$ cat src/design/ppc_pkg.sv
// shared widths, types and helpers for the positional pid controller
// no dependencies; used by every rtl file of the block
package ppc_pkg;

	localparam int IntegralWidth = 32;
	localparam int DataWidth     = 16;
	localparam int WindupWidth   = 15;
	localparam int ErrWidth      = 17;
	localparam int DiffWidth     = 18;
	localparam int GainWidth     = 16;
	localparam int DivWidth      = IntegralWidth + 15;
	localparam int SumWidth      = DivWidth + 2;
	localparam int YMagWidth     = 41;
	localparam int ProdWidth     = YMagWidth + GainWidth;
	localparam int DropBits      = 20;
	localparam int RWidth        = ProdWidth - DropBits + 1;
	localparam int DTermMagWidth = 34;
	localparam int DivCntWidth   = $clog2(DivWidth);
	localparam int MulCntWidth   = $clog2(GainWidth);
	localparam int CfgIdxWidth   = 3;

	localparam logic [YMagWidth-1:0] YSatMag = YMagWidth'(1) << 40;
	localparam logic signed [DataWidth-1:0] TermOffRaw = 16'sd25;

	typedef enum logic [CfgIdxWidth-1:0] {
		RegSetpoint       = 3'd0,
		RegGain           = 3'd1,
		RegIntegralTime   = 3'd2,
		RegDerivativeTime = 3'd3,
		RegWindupLimit    = 3'd4,
		RegOutputLow      = 3'd5,
		RegOutputHigh     = 3'd6
	} reg_idx_t;

	typedef enum logic [3:0] {
		StIdle,
		StErr,
		StInteg,
		StWindup,
		StStart,
		StWait,
		StAcc1,
		StAcc2,
		StSat,
		StMulGo,
		StMulWait,
		StRound,
		StClamp
	} state_t;

	typedef struct packed {
		logic signed [DataWidth-1:0] setpoint;
		logic signed [DataWidth-1:0] gain;
		logic signed [DataWidth-1:0] integral_time;
		logic signed [DataWidth-1:0] derivative_time;
		logic [WindupWidth-1:0]      windup_limit;
		logic signed [DataWidth-1:0] output_low;
		logic signed [DataWidth-1:0] output_high;
	} cfg_regs_t;

	function automatic logic term_on(input logic signed [DataWidth-1:0] t);
		return (t > TermOffRaw) || (t < -TermOffRaw);
	endfunction

endpackage

$ cat src/design/ppc_div.sv
// bit-serial restoring divider on magnitudes, one quotient bit per cycle
// depends on ppc_pkg
module ppc_div (
	input  logic                         clk,
	input  logic                         arst_n,
	input  logic                         start,
	input  logic [ppc_pkg::DivWidth-1:0] dividend,
	input  logic [ppc_pkg::GainWidth-1:0] divisor,
	output logic                         busy,
	output logic [ppc_pkg::DivWidth-1:0] quotient
);

	logic                               busy_q;
	logic [ppc_pkg::DivCntWidth-1:0]    cnt_q;
	logic [ppc_pkg::DivWidth-1:0]       dq_q;
	logic [ppc_pkg::GainWidth-1:0]      rem_q;
	logic [ppc_pkg::GainWidth-1:0]      dvs_q;
	logic [ppc_pkg::GainWidth:0]        rem_next;
	logic [ppc_pkg::GainWidth+1:0]      trial;
	logic                               qbit;

	always_comb begin
		rem_next = {rem_q, dq_q[ppc_pkg::DivWidth-1]};
		trial    = {1'b0, rem_next} - {2'b00, dvs_q};
		qbit     = !trial[ppc_pkg::GainWidth+1];
	end

	always_ff @(posedge clk or negedge arst_n) begin
		if (!arst_n) begin
			busy_q <= 1'b0;
			cnt_q  <= '0;
		end else if (start) begin
			busy_q <= 1'b1;
			cnt_q  <= '0;
		end else if (busy_q) begin
			cnt_q <= cnt_q + 1'b1;
			if (cnt_q == ppc_pkg::DivCntWidth'(ppc_pkg::DivWidth - 1))
				busy_q <= 1'b0;
		end
	end

	always_ff @(posedge clk) begin
		if (start) begin
			dq_q  <= dividend;
			rem_q <= '0;
			dvs_q <= divisor;
		end else if (busy_q) begin
			dq_q  <= {dq_q[ppc_pkg::DivWidth-2:0], qbit};
			rem_q <= qbit ? trial[ppc_pkg::GainWidth-1:0] : rem_next[ppc_pkg::GainWidth-1:0];
		end
	end

	assign busy     = busy_q;
	assign quotient = dq_q;

endmodule

$ cat src/design/ppc_mul.sv
// bit-serial shift-add multiplier on magnitudes, one multiplier bit per cycle
// depends on ppc_pkg
module ppc_mul (
	input  logic                           clk,
	input  logic                           arst_n,
	input  logic                           start,
	input  logic [ppc_pkg::YMagWidth-1:0]  mcand,
	input  logic [ppc_pkg::GainWidth-1:0]  mplier,
	output logic                           busy,
	output logic [ppc_pkg::ProdWidth-1:0]  product
);

	logic                             busy_q;
	logic [ppc_pkg::MulCntWidth-1:0]  cnt_q;
	logic [ppc_pkg::YMagWidth-1:0]    mc_q;
	logic [ppc_pkg::YMagWidth-1:0]    hi_q;
	logic [ppc_pkg::GainWidth-1:0]    lo_q;
	logic [ppc_pkg::YMagWidth:0]      sum;

	always_comb begin
		sum = {1'b0, hi_q} + (lo_q[0] ? {1'b0, mc_q} : (ppc_pkg::YMagWidth + 1)'(0));
	end

	always_ff @(posedge clk or negedge arst_n) begin
		if (!arst_n) begin
			busy_q <= 1'b0;
			cnt_q  <= '0;
		end else if (start) begin
			busy_q <= 1'b1;
			cnt_q  <= '0;
		end else if (busy_q) begin
			cnt_q <= cnt_q + 1'b1;
			if (cnt_q == ppc_pkg::MulCntWidth'(ppc_pkg::GainWidth - 1))
				busy_q <= 1'b0;
		end
	end

	always_ff @(posedge clk) begin
		if (start) begin
			mc_q <= mcand;
			hi_q <= '0;
			lo_q <= mplier;
		end else if (busy_q) begin
			hi_q <= sum[ppc_pkg::YMagWidth:1];
			lo_q <= {sum[0], lo_q[ppc_pkg::GainWidth-1:1]};
		end
	end

	assign busy    = busy_q;
	assign product = {hi_q, lo_q};

endmodule

$ cat src/design/positional_pid_controller.sv
// positional pid controller: one clamped drive value per process-value sample
// depends on ppc_pkg, ppc_div and ppc_mul
// steps: error, integral, windup, then the bit-serial divider (one quotient bit per cycle)
// beside the derivative multiply, accumulate, saturate, the 16-step serial gain multiplier
// then round and clamp; one item at a time, a waiting result does not block the next input
// reset: asynchronous, active low; registers to defaults, integral and error history cleared
module positional_pid_controller (
	input  logic                              clk,
	input  logic                              arst_n,
	input  logic                              s_axis_tvalid,
	output logic                              s_axis_tready,
	input  logic [ppc_pkg::DataWidth-1:0]     s_axis_tdata,  // [15:0] process_value
	output logic                              m_axis_tvalid,
	input  logic                              m_axis_tready,
	output logic [ppc_pkg::DataWidth-1:0]     m_axis_tdata,  // [15:0] drive
	input  logic                              cfg_valid,
	output logic                              cfg_ready,
	input  logic [ppc_pkg::CfgIdxWidth-1:0]   cfg_index,
	input  logic [ppc_pkg::DataWidth-1:0]     cfg_data
);

	localparam int IW = ppc_pkg::IntegralWidth;
	localparam int SW = ppc_pkg::SumWidth;
	localparam int RW = ppc_pkg::RWidth;

	ppc_pkg::cfg_regs_t cfg_q;
	ppc_pkg::state_t    state_q, state_d;

	logic signed [IW-1:0]                   integral_q;
	logic signed [ppc_pkg::ErrWidth-1:0]    prev_err_q;
	logic                                   first_q;
	logic                                   out_valid_q;
	logic [ppc_pkg::DataWidth-1:0]          out_q;

	logic signed [ppc_pkg::DataWidth-1:0]   pv_q;
	logic signed [ppc_pkg::ErrWidth-1:0]    err_q;
	logic signed [ppc_pkg::DiffWidth-1:0]   diff_q;
	logic signed [IW-1:0]                   isum_q;
	logic signed [IW-1:0]                   s_q;
	logic                                   isign_q;
	logic                                   dsign_q;
	logic signed [SW-1:0]                   y_q;
	logic [ppc_pkg::YMagWidth-1:0]          ymag_q;
	logic                                   ysign_q;
	logic signed [RW-1:0]                   r_q;

	logic                                   in_xfer;
	logic                                   out_free;
	logic                                   div_start;
	logic                                   mul_start;
	logic                                   div_busy;
	logic                                   mul_busy;
	logic [ppc_pkg::DivWidth-1:0]           div_quot;
	logic [ppc_pkg::ProdWidth-1:0]          mul_prod;
	logic [ppc_pkg::DivWidth-1:0]           div_dividend;
	logic [ppc_pkg::YMagWidth-1:0]          mul_mcand;
	logic [ppc_pkg::GainWidth-1:0]          mul_mplier;

	logic signed [IW+1:0]                   isum_wide;
	logic signed [IW-1:0]                   isum_sat;
	logic signed [IW-1:0]                   wlim;
	logic signed [IW-1:0]                   s_clamp;
	logic [IW-1:0]                          s_mag;
	logic [ppc_pkg::GainWidth-1:0]          it_mag;
	logic [ppc_pkg::GainWidth-1:0]          dt_mag;
	logic [ppc_pkg::GainWidth-1:0]          gain_mag;
	logic [ppc_pkg::DiffWidth-1:0]          diff_mag;
	logic signed [SW-1:0]                   err_term;
	logic signed [SW-1:0]                   q_ext;
	logic signed [SW-1:0]                   q_term;
	logic signed [SW-1:0]                   d_ext;
	logic signed [SW-1:0]                   d_term;
	logic [SW-1:0]                          y_abs;
	logic signed [RW-1:0]                   r_ext;
	logic signed [RW-1:0]                   r_hi;
	logic signed [RW-1:0]                   r_lo;
	logic signed [RW-1:0]                   r_tmp;
	logic signed [RW-1:0]                   r_fin;
	logic                                   use_i;
	logic                                   use_d;

	// configuration registers
	assign cfg_ready = 1'b1;

	always_ff @(posedge clk or negedge arst_n) begin
		if (!arst_n) begin
			cfg_q.setpoint        <= 16'sd1496;
			cfg_q.gain            <= 16'sd896;
			cfg_q.integral_time   <= 16'sd256;
			cfg_q.derivative_time <= 16'sd0;
			cfg_q.windup_limit    <= 15'd160;
			cfg_q.output_low      <= 16'sd0;
			cfg_q.output_high     <= 16'sd255;
		end else if (cfg_valid && cfg_ready) begin
			unique case (ppc_pkg::reg_idx_t'(cfg_index))
				ppc_pkg::RegSetpoint:       cfg_q.setpoint        <= cfg_data;
				ppc_pkg::RegGain:           cfg_q.gain            <= cfg_data;
				ppc_pkg::RegIntegralTime:   cfg_q.integral_time   <= cfg_data;
				ppc_pkg::RegDerivativeTime: cfg_q.derivative_time <= cfg_data;
				ppc_pkg::RegWindupLimit:
					cfg_q.windup_limit <= cfg_data[ppc_pkg::WindupWidth-1:0];
				ppc_pkg::RegOutputLow:      cfg_q.output_low      <= cfg_data;
				ppc_pkg::RegOutputHigh:     cfg_q.output_high     <= cfg_data;
				default: ;
			endcase
		end
	end

	// datapath combinational terms
	always_comb begin
		isum_wide = {{2{integral_q[IW-1]}}, integral_q}
			+ {{(IW + 2 - ppc_pkg::ErrWidth){err_q[ppc_pkg::ErrWidth-1]}}, err_q}
			+ {{(IW + 2 - ppc_pkg::ErrWidth){prev_err_q[ppc_pkg::ErrWidth-1]}}, prev_err_q};
		if (!isum_wide[IW+1] && (isum_wide[IW:IW-1] != 2'b00))
			isum_sat = {1'b0, {(IW - 1){1'b1}}};
		else if (isum_wide[IW+1] && (isum_wide[IW:IW-1] != 2'b11))
			isum_sat = {1'b1, {(IW - 1){1'b0}}};
		else
			isum_sat = isum_wide[IW-1:0];

		wlim = {{(IW - ppc_pkg::WindupWidth - 1){1'b0}}, cfg_q.windup_limit, 1'b0};
		s_clamp = isum_q;
		if (cfg_q.windup_limit != '0) begin
			if (isum_q > wlim)
				s_clamp = wlim;
			else if (isum_q < -wlim)
				s_clamp = -wlim;
		end

		s_mag    = s_q[IW-1] ? -s_q : s_q;
		it_mag   = cfg_q.integral_time[ppc_pkg::DataWidth-1] ?
			-cfg_q.integral_time : cfg_q.integral_time;
		dt_mag   = cfg_q.derivative_time[ppc_pkg::DataWidth-1] ?
			-cfg_q.derivative_time : cfg_q.derivative_time;
		gain_mag = cfg_q.gain[ppc_pkg::DataWidth-1] ? -cfg_q.gain : cfg_q.gain;
		diff_mag = diff_q[ppc_pkg::DiffWidth-1] ? -diff_q : diff_q;

		use_i = !first_q && ppc_pkg::term_on(cfg_q.integral_time);
		use_d = !first_q && ppc_pkg::term_on(cfg_q.derivative_time);

		err_term = {{(SW - ppc_pkg::ErrWidth - 8){err_q[ppc_pkg::ErrWidth-1]}}, err_q, 8'b0};
		q_ext    = {{(SW - ppc_pkg::DivWidth){1'b0}}, div_quot};
		q_term   = isign_q ? -q_ext : q_ext;
		d_ext    = {{(SW - ppc_pkg::DTermMagWidth){1'b0}},
			mul_prod[ppc_pkg::DTermMagWidth-1:0]};
		d_term   = dsign_q ? -d_ext : d_ext;
		y_abs    = y_q[SW-1] ? -y_q : y_q;

		r_ext = {1'b0, mul_prod[ppc_pkg::ProdWidth-1:ppc_pkg::DropBits]};
		r_hi  = {{(RW - ppc_pkg::DataWidth){cfg_q.output_high[ppc_pkg::DataWidth-1]}},
			cfg_q.output_high};
		r_lo  = {{(RW - ppc_pkg::DataWidth){cfg_q.output_low[ppc_pkg::DataWidth-1]}},
			cfg_q.output_low};
		r_tmp = (r_q > r_hi) ? r_hi : r_q;
		r_fin = (r_tmp < r_lo) ? r_lo : r_tmp;

		div_dividend = {s_mag, 15'b0};
		if (state_q == ppc_pkg::StMulGo) begin
			mul_mcand  = ymag_q;
			mul_mplier = gain_mag;
		end else begin
			mul_mcand  = {{(ppc_pkg::YMagWidth - ppc_pkg::DiffWidth){1'b0}}, diff_mag};
			mul_mplier = dt_mag;
		end
	end

	// sequencer
	always_ff @(posedge clk or negedge arst_n) begin
		if (!arst_n)
			state_q <= ppc_pkg::StIdle;
		else
			state_q <= state_d;
	end

	always_comb begin
		state_d       = state_q;
		s_axis_tready = 1'b0;
		div_start     = 1'b0;
		mul_start     = 1'b0;
		unique case (state_q)
			ppc_pkg::StIdle: begin
				s_axis_tready = 1'b1;
				if (s_axis_tvalid)
					state_d = ppc_pkg::StErr;
			end
			ppc_pkg::StErr:    state_d = ppc_pkg::StInteg;
			ppc_pkg::StInteg:  state_d = ppc_pkg::StWindup;
			ppc_pkg::StWindup: state_d = ppc_pkg::StStart;
			ppc_pkg::StStart: begin
				div_start = 1'b1;
				mul_start = 1'b1;
				state_d   = ppc_pkg::StWait;
			end
			ppc_pkg::StWait: begin
				if (!div_busy && !mul_busy)
					state_d = ppc_pkg::StAcc1;
			end
			ppc_pkg::StAcc1: state_d = ppc_pkg::StAcc2;
			ppc_pkg::StAcc2: state_d = ppc_pkg::StSat;
			ppc_pkg::StSat:  state_d = ppc_pkg::StMulGo;
			ppc_pkg::StMulGo: begin
				mul_start = 1'b1;
				state_d   = ppc_pkg::StMulWait;
			end
			ppc_pkg::StMulWait: begin
				if (!mul_busy)
					state_d = ppc_pkg::StRound;
			end
			ppc_pkg::StRound: state_d = ppc_pkg::StClamp;
			ppc_pkg::StClamp: begin
				if (out_free)
					state_d = ppc_pkg::StIdle;
			end
			default: state_d = ppc_pkg::StIdle;
		endcase
	end

	assign in_xfer  = s_axis_tvalid && s_axis_tready;
	assign out_free = !out_valid_q || m_axis_tready;

	// controller state and output register
	always_ff @(posedge clk or negedge arst_n) begin
		if (!arst_n) begin
			integral_q  <= '0;
			prev_err_q  <= '0;
			first_q     <= 1'b1;
			out_valid_q <= 1'b0;
		end else begin
			if (state_q == ppc_pkg::StWindup) begin
				if (!first_q)
					integral_q <= s_clamp;
				prev_err_q <= err_q;
			end
			if (state_q == ppc_pkg::StClamp && out_free) begin
				out_valid_q <= 1'b1;
				first_q     <= 1'b0;
			end else if (m_axis_tready) begin
				out_valid_q <= 1'b0;
			end
		end
	end

	always_ff @(posedge clk) begin
		if (in_xfer)
			pv_q <= s_axis_tdata;
		case (state_q)
			ppc_pkg::StErr:
				err_q <= {cfg_q.setpoint[ppc_pkg::DataWidth-1], cfg_q.setpoint}
					- {pv_q[ppc_pkg::DataWidth-1], pv_q};
			ppc_pkg::StInteg: begin
				isum_q <= isum_sat;
				diff_q <= {err_q[ppc_pkg::ErrWidth-1], err_q}
					- {prev_err_q[ppc_pkg::ErrWidth-1], prev_err_q};
			end
			ppc_pkg::StWindup: s_q <= s_clamp;
			ppc_pkg::StStart: begin
				isign_q <= s_q[IW-1] ^ cfg_q.integral_time[ppc_pkg::DataWidth-1];
				dsign_q <= diff_q[ppc_pkg::DiffWidth-1]
					^ cfg_q.derivative_time[ppc_pkg::DataWidth-1];
			end
			ppc_pkg::StAcc1: y_q <= err_term + (use_i ? q_term : SW'(0));
			ppc_pkg::StAcc2: y_q <= y_q + (use_d ? d_term : SW'(0));
			ppc_pkg::StSat: begin
				ymag_q  <= (y_abs > {{(SW - ppc_pkg::YMagWidth){1'b0}}, ppc_pkg::YSatMag}) ?
					ppc_pkg::YSatMag : y_abs[ppc_pkg::YMagWidth-1:0];
				ysign_q <= y_q[SW-1] ^ cfg_q.gain[ppc_pkg::DataWidth-1];
			end
			ppc_pkg::StRound: r_q <= ysign_q ? -r_ext : r_ext;
			ppc_pkg::StClamp: begin
				if (out_free)
					out_q <= r_fin[ppc_pkg::DataWidth-1:0];
			end
			default: ;
		endcase
	end

	assign m_axis_tvalid = out_valid_q;
	assign m_axis_tdata  = out_q;

	ppc_div u_div (
		.clk      (clk),
		.arst_n   (arst_n),
		.start    (div_start),
		.dividend (div_dividend),
		.divisor  (it_mag),
		.busy     (div_busy),
		.quotient (div_quot)
	);

	ppc_mul u_mul (
		.clk     (clk),
		.arst_n  (arst_n),
		.start   (mul_start),
		.mcand   (mul_mcand),
		.mplier  (mul_mplier),
		.busy    (mul_busy),
		.product (mul_prod)
	);

endmodule

$ cat config.mk
export PLATFORM = sky130hd
export DESIGN_NAME = positional_pid_controller
export DESIGN_NICKNAME = d
export VERILOG_FILES = /design/src/design/ppc_pkg.sv /design/src/design/ppc_div.sv /design/src/design/ppc_mul.sv /design/src/design/positional_pid_controller.sv
export SDC_FILE = /design/constraint.sdc
export NUM_CORES = 2
export LEC_CHECK = 0
export BUFFER_PORTS_ARGS = -buffer_cell sky130_fd_sc_hd__buf_2
export CORE_ASPECT_RATIO = 0.6
export CORE_MARGIN = 10
export CORE_UTILIZATION = 45
export DETAILED_ROUTE_END_ITERATION = 10
export PLACE_DENSITY = 0.61
export SYNTH_ARGS = -nofsm -noshare
export SYNTH_HDL_FRONTEND = slang
export SYNTH_HIERARCHICAL = 1
export SYNTH_SLANG_ARGS = --single-unit
$ cat constraint.sdc
create_clock -name clk -period 6.6 [get_ports clk]
set_input_delay 1.32 -clock clk [delete_from_list [all_inputs] [get_ports clk]]
set_output_delay 1.32 -clock clk [all_outputs]
set_load 0.02 [all_outputs]
# Word-level counts from Yosys, hierarchy flattened
# Cells that the tools add are included.
dict set report word_totals {
  ff_bits 617
  latch_bits 0
  ramBits 0
  romBits 0
  wordCells 177
  memories 0
}
dict set report classes {
  n_addsub 20
  n_mul 0
  n_div 0
  n_lt_le_gt_ge 9
  n_eq_ne 25
  shifts 0
  mux 46
  bitwise 4
  n_reduce_logical 35
}
# cell n
set op_table {}
lappend op_table {{$mux W49} 5}
lappend op_table {{$mux W32} 5}
lappend op_table {{$mux W16} 7}
lappend op_table {{$pmux W49 S2} 1}
lappend op_table {{$mux W47} 2}
lappend op_table {{$pmux W4 S13} 1}
lappend op_table {{$add A25 B49 Y49} 1}
lappend op_table {{$add A49 B49 Y49} 1}
lappend op_table {{$gt A49 B41 Y1 const B} 1}
lappend op_table {{$neg A34 Y49} 1}
lappend op_table {{$neg A47 Y49} 1}
lappend op_table {{$neg A49 Y49} 1}
lappend op_table {{$neg A16 Y16} 3}
lappend op_table {{$add A41 B42 Y42} 1}
lappend op_table {{$mux W41} 1}
lappend op_table {{$gt A38 B16 Y1} 1}
lappend op_table {{$lt A38 B16 Y1} 1}
lappend op_table {{$mux W38} 1}
lappend op_table {{$neg A37 Y38} 1}
lappend op_table {{$mux W37} 1}
lappend op_table {{$mux W18} 2}
lappend op_table {{$add A33 B17 Y34} 1}
lappend op_table {{$add A32 B17 Y33} 1}
lappend op_table {{$gt A16 B6 Y1 const B} 2}
lappend op_table {{36 further kinds} 96}

# Longest topological paths before layout
dict set report depth {
  word_depth 6
  depth_mapped 24
  depth_no_buf 23
}

# Cells and area by module
# Netlist, hierarchy kept.
# mod instances cells_each area_per_inst_um2 seq_area_each_um2
set by_module_without_submodules {}
lappend by_module_without_submodules {positional_pid_controller 1 3664 33972.6 12047.8}
lappend by_module_without_submodules {ppc_mul 1 592 6000.8 2657.5}
lappend by_module_without_submodules {ppc_div 1 382 4613.2 2387.3}

# Worst setup path before layout
# No wires, ideal clock.
dict set report synth_path {
  path_type {reg-to-reg}
  from {reg state_q[1]}
  to {reg diff_q[0] in the netlist's numbering (enable)}
  arrival_ns 5.571
  t_required_ns 6.018
  slack_ns 0.448
  path_stages_with_launch 4
  period_less_slack_ns 6.152
  cell_sequence {dfrtp_1 -> clkbuf_1 -> inv_1 -> nor4_1}
}
dict set report synth_between {
  elab_chain_len 1
}
# item line_no
set synth_lines {}
lappend synth_lines {{start, declared} positional_pid_controller.sv:27} ;# ppc_pkg::state_t state_q, state_d;
lappend synth_lines {{start signal, assigned} positional_pid_controller.sv:170} ;# state_q <= ppc_pkg::StIdle;
lappend synth_lines {{start signal, assigned} positional_pid_controller.sv:172} ;# state_q <= state_d;
lappend synth_lines {{$eq A4 B2 Y1} positional_pid_controller.sv:246} ;# case (state_q)
lappend synth_lines {{end signal, assigned} positional_pid_controller.sv:252} ;# diff_q <= {err_q[ppc_pkg::ErrWidth-1], err_q}
lappend synth_lines {{end, declared} positional_pid_controller.sv:37} ;# logic signed [ppc_pkg::DiffWidth-1:0] diff_q;
# Every way passes these cells.
# A chain may end at the register's enable or synchronous reset.

# Final worst setup path
dict set report layout_path {
  from {reg u_mul/lo_q[3] in the netlist's numbering}
  to {reg y_q[47] (data pin)}
}
dict set report layout_between {
  elab_chain_len 5
}
# item line_no
set layout_lines {}
lappend layout_lines {{start, declared} ppc_mul.sv:17} ;# logic [ppc_pkg::GainWidth-1:0] lo_q;
lappend layout_lines {{start signal, assigned} ppc_mul.sv:42} ;# lo_q <= mplier;
lappend layout_lines {{start signal, assigned} ppc_mul.sv:45} ;# lo_q <= {sum[0], lo_q[ppc_pkg::GainWidth-1:1]};
lappend layout_lines {{$neg A34 Y49} positional_pid_controller.sv:146} ;# d_term = dsign_q ? -d_ext : d_ext;
lappend layout_lines {{$mux W49 (*)} positional_pid_controller.sv:146}
lappend layout_lines {{$mux W49 (*)} positional_pid_controller.sv:262} ;# ppc_pkg::StAcc2: y_q <= y_q + (use_d ? d_term : SW'(0));
lappend layout_lines {{$add A49 B49 Y49 (*)} positional_pid_controller.sv:262}
lappend layout_lines {{$pmux W49 S2 (*)} positional_pid_controller.sv:246}
lappend layout_lines {{end signal, assigned} positional_pid_controller.sv:261} ;# ppc_pkg::StAcc1: y_q <= err_term + (use_i ? q_term : SW'(0));
lappend layout_lines {{end signal, assigned} positional_pid_controller.sv:262}
lappend layout_lines {{end, declared} positional_pid_controller.sv:42} ;# logic signed [SW-1:0] y_q;
# Mark *: on every way between the ends. The rest lies on a longest branch, timed or not.

==> flow_metrics.py <==
metrics = {
    "hold_path": {
        "hold_path_end": "u_div/rem_q[2]",
        "min_from": "u_div/rem_q[2]",
        "hold_path_class": "register to register",
        "hold_depth": 2,
    },
    "setup_path": {
        "crit_family": "simple AND/OR/NAND/NOR gates",
        "required_ns": 6.98,
        "r2r-start": "u_mul/lo_q[3]",
        "arrival_ns": 6.58,
        "crit_slowest_cell": "a311oi_1",
        "critical_path.endpoint_type": "register",
        "r2r_cells": 19,
        "critPathMaxStageDelay_ns": 0.57,
        "r2r_slack_ns": 0.40,
        "crit_type": "register to register",
        "worst-path-buf-inv": 0,
        "worstSetupStartpointType": "register",
        "rr_endpoint": "y_q[47]",
        "critPathMaxFanout": 7,
        "crit_chain": "or4_1 -> or2_2 -> or3_1 -> or3_1 -> or3_1 -> o41ai_1 -> xor2_1 -> nor2_1 -> ha_1 -> a21o_1 -> a21o_1 -> a21o_1 -> a211oi_1 -> o21ai_0 -> a41o_1 -> a311oi_1 -> o21ai_0 -> xnor2_1 -> mux2i_1",
    },
    "route": {
        "vias": 35450,
        "wl_um": 126000,
        "wl_per_cell_um": 20.9,
        "ant_nets": 0,
        "drt_iter0_markers": 3727,
        "first_pass_iters": 7,
        "post_drt_via_cell_ratio": 5.87,
        "drc": 0,
    },
    "timing": {
        "slew_violations": 0,
        "tightest_slew_ns": 1.27,
        "period_share": 0.939,
        "hold_viol_final": 0,
        "fmax_ghz": 0.161,
        "fin_crit_ns": 6.20,
        "fin_tns_setup_ns": 0,
        "rsz0062_at_grt": "no",
        "slew_headroom": 0.141,
        "fin_skew_ns": 0.0556,
        "finalSetupViolations": 0,
    },
    "synthesis": {
        "syn_area_per_cell_um2": 9.61,
        "ys.flop_type": "edfxtp_1",
        "postSynthCellCount": 4638,
        "synthTopCellsByCount": "440 x nand2_1, 382 x edfxtp_1, 348 x ha_1, 332 x nor2_1, 327 x o21ai_0",
        "synthArstFlopShare": 0.288,
        "ys_ff_latch": 617,
        "netlist.area_leader.share": 0.257,
        "ys_types": 102,
        "synth_edf_count": 382,
        "ys_top_cells_by_area": "edfxtp_1 26%, ha_1 9.8%, dfrtp_1 8.8%, mux2_2 5.0%, xnor2_1 4.4%",
        "yosysWarningCount": 6,
        "yosysSeqAreaShare": 0.383,
        "yosysMostFrequentCell": "nand2_1",
        "synth_top_area_cell": "edfxtp_1",
        "netlist_area_um2": 44600,
    },
    "clocking": {
        "clk_latency_ns": 0.70,
        "cts_tree": "built",
        "h-tree-depth": 2,
        "cts_resized": 0,
        "clockBufferDepth": 3,
        "cts_made_buffers": 61,
        "cts_setup_buffers": 0,
        "cts.sinks": 617,
        "root_buffer": "clkbuf_16",
        "ctsHoldBuffers": 0,
        "cts.clk_slew.worst_paths_ns": 0.07,
    },
    "global_routing": {
        "grt_pass1_wl_um": 194000,
        "grt_usage": 0.216,
        "grt_pass1_vias": 32068,
        "grt_max_degree": 93,
        "grt-ovfl-total": 0,
        "antenna_found_initial": 3,
    },
    "die": {
        "ios": 59,
        "dieHeight_um": 264,
        "fp.dieW_um": 426,
        "initial_core_util": 0.453,
        "fp-row-count": 89,
        "die_area_um2": 112000,
        "core_um2": 98300,
    },
    "cells_and_area": {
        "area_delta_synth_final_pct": 9.42,
        "drive_above_1_share": 0.116,
        "n_fill_cell": 9087,
        "nets": 5086,
    },
    "placement": {
        "dp.final_hpwl_um": 96200,
        "place_congestion": 0.936,
        "port_buffers": 57,
    },
    "job": {
        "maxCapViolCount": 0,
    },
    "status": {
        "status": "finished clean",
    },
}
-- kinds of logic (layout without fill, tap and decap cells) --
| group | count (synthesis) | after routing | share of synthesized area |
|---|---|---|---|
| AOI/OAI and AO/OA | 1173 | 1173 | 0.171 |
| buffers and inverters | 405 | 465 | 0.0354 |
| DFF | 617 | 617 | 0.383 |
| and+or+nand+nor | 1393 | 1393 | 0.153 |
| muxes | 235 | 235 | 0.0585 |
| adders and majority gates | 387 | 387 | 0.115 |
| xor gates and xnor gates | 426 | 426 | 0.0837 |
| other | 2 | 20 | 0.000168 |
-- through the flow --
stage	instances	hold WS, ns	instance area [um^2]	setup slack, ns	util
floorplan	4652	0.451	44600	0.448	-
global placement	5915	0.489	46500	0.606	0.473
detailed placement	5915	0.493	46500	0.539	0.473
CTS	6031	0.508	48800	0.462	0.496
global route	6035	0.510	48800	0.0380	0.496
finish	6035	0.504	48800	0.403	0.496
-- flip-flops by register name, summed over array words and instances (netlist names), 38 cells and up --
signal / count
cfg_q: 111
y_q: 49
u_div/quotient: 47
u_mul/hi_q: 41
u_mul/mc_q: 41
ymag_q: 41
r_q: 38
-- tightest hold or removal path: cells and delay by family (launching register included) --
kind / cells / cell delay [ns]
AND/OR/NAND/NOR: 1 / 0.08
AO/OA/AOI/OAI: 1 / 0.05
flip-flops: 1 / 0.32
-- cell usage in the layout (no fill, tap or decap), types with 20 or more instances in the layout --
master and instances:
nand2_1 440, edfxtp_1 382, ha_1 348, nor2_1 328
o21ai_0 327, a21oi_1 250, xnor2_1 225, inv_1 221
xor2_1 201, mux2_2 198, dfrtp_1 156, a21o_1 151
nand3_1 87, and2_1 76, o31ai_1 73, buf_4 70
clkbuf_16 64, or3_1 62, nor3_1 61, dfxtp_1 57
buf_2 56, nand2b_1 53, nor2b_1 53, nand4_1 49
o21a_1 41, fa_1 39, mux2i_1 33, or4_1 31
o21bai_1 30, o211ai_1 29, o41ai_1 28, a31oi_1 27
nor4_1 25, and3_1 21, dfstp_2 21, a211oi_1 20
-- layer usage --
metal	global-route usage	routed length, um	vias to the layer above
li1	-	-	16907
met1	0.367	66800	17148
met4	0.0302	1570	0
met5	0	0	-
met3	0.0635	14000	109
met2	0.258	44000	1286
-- final cells by class --
cell class	count	area [um^2]	area share
diodes	4	10.0	0.000205
inverters	221	830	0.0170
multi-input cells	3630	26100	0.534
clock buffers	69	1640	0.0336
flip-flops and latches	617	17100	0.350
well taps	1319	1650	0.0338
repair buffers	128	840	0.0172
clock inverters	47	667	0.0137
-- worst max-delay path by stage --
stage | startpoint | to | slack (ns) | depth (start not counted)
2_1_floorplan | state_q[1] | diff_q[0] | 0.45 | 3
3_3_place_gp | u_mul/lo_q[0] | y_q[47] | 0.61 | 21
3_5_place_dp | u_mul/lo_q[3] | y_q[47] | 0.54 | 19
4_1_cts | u_mul/lo_q[3] | y_q[47] | 0.46 | 19
5_1_grt | u_mul/lo_q[1] | y_q[47] | 0.04 | 21
6_report | u_mul/lo_q[3] | y_q[47] | 0.40 | 19
Power is not shown: default switching activity piles up to over one toggle a cycle in this logic, so the estimate is an artifact.
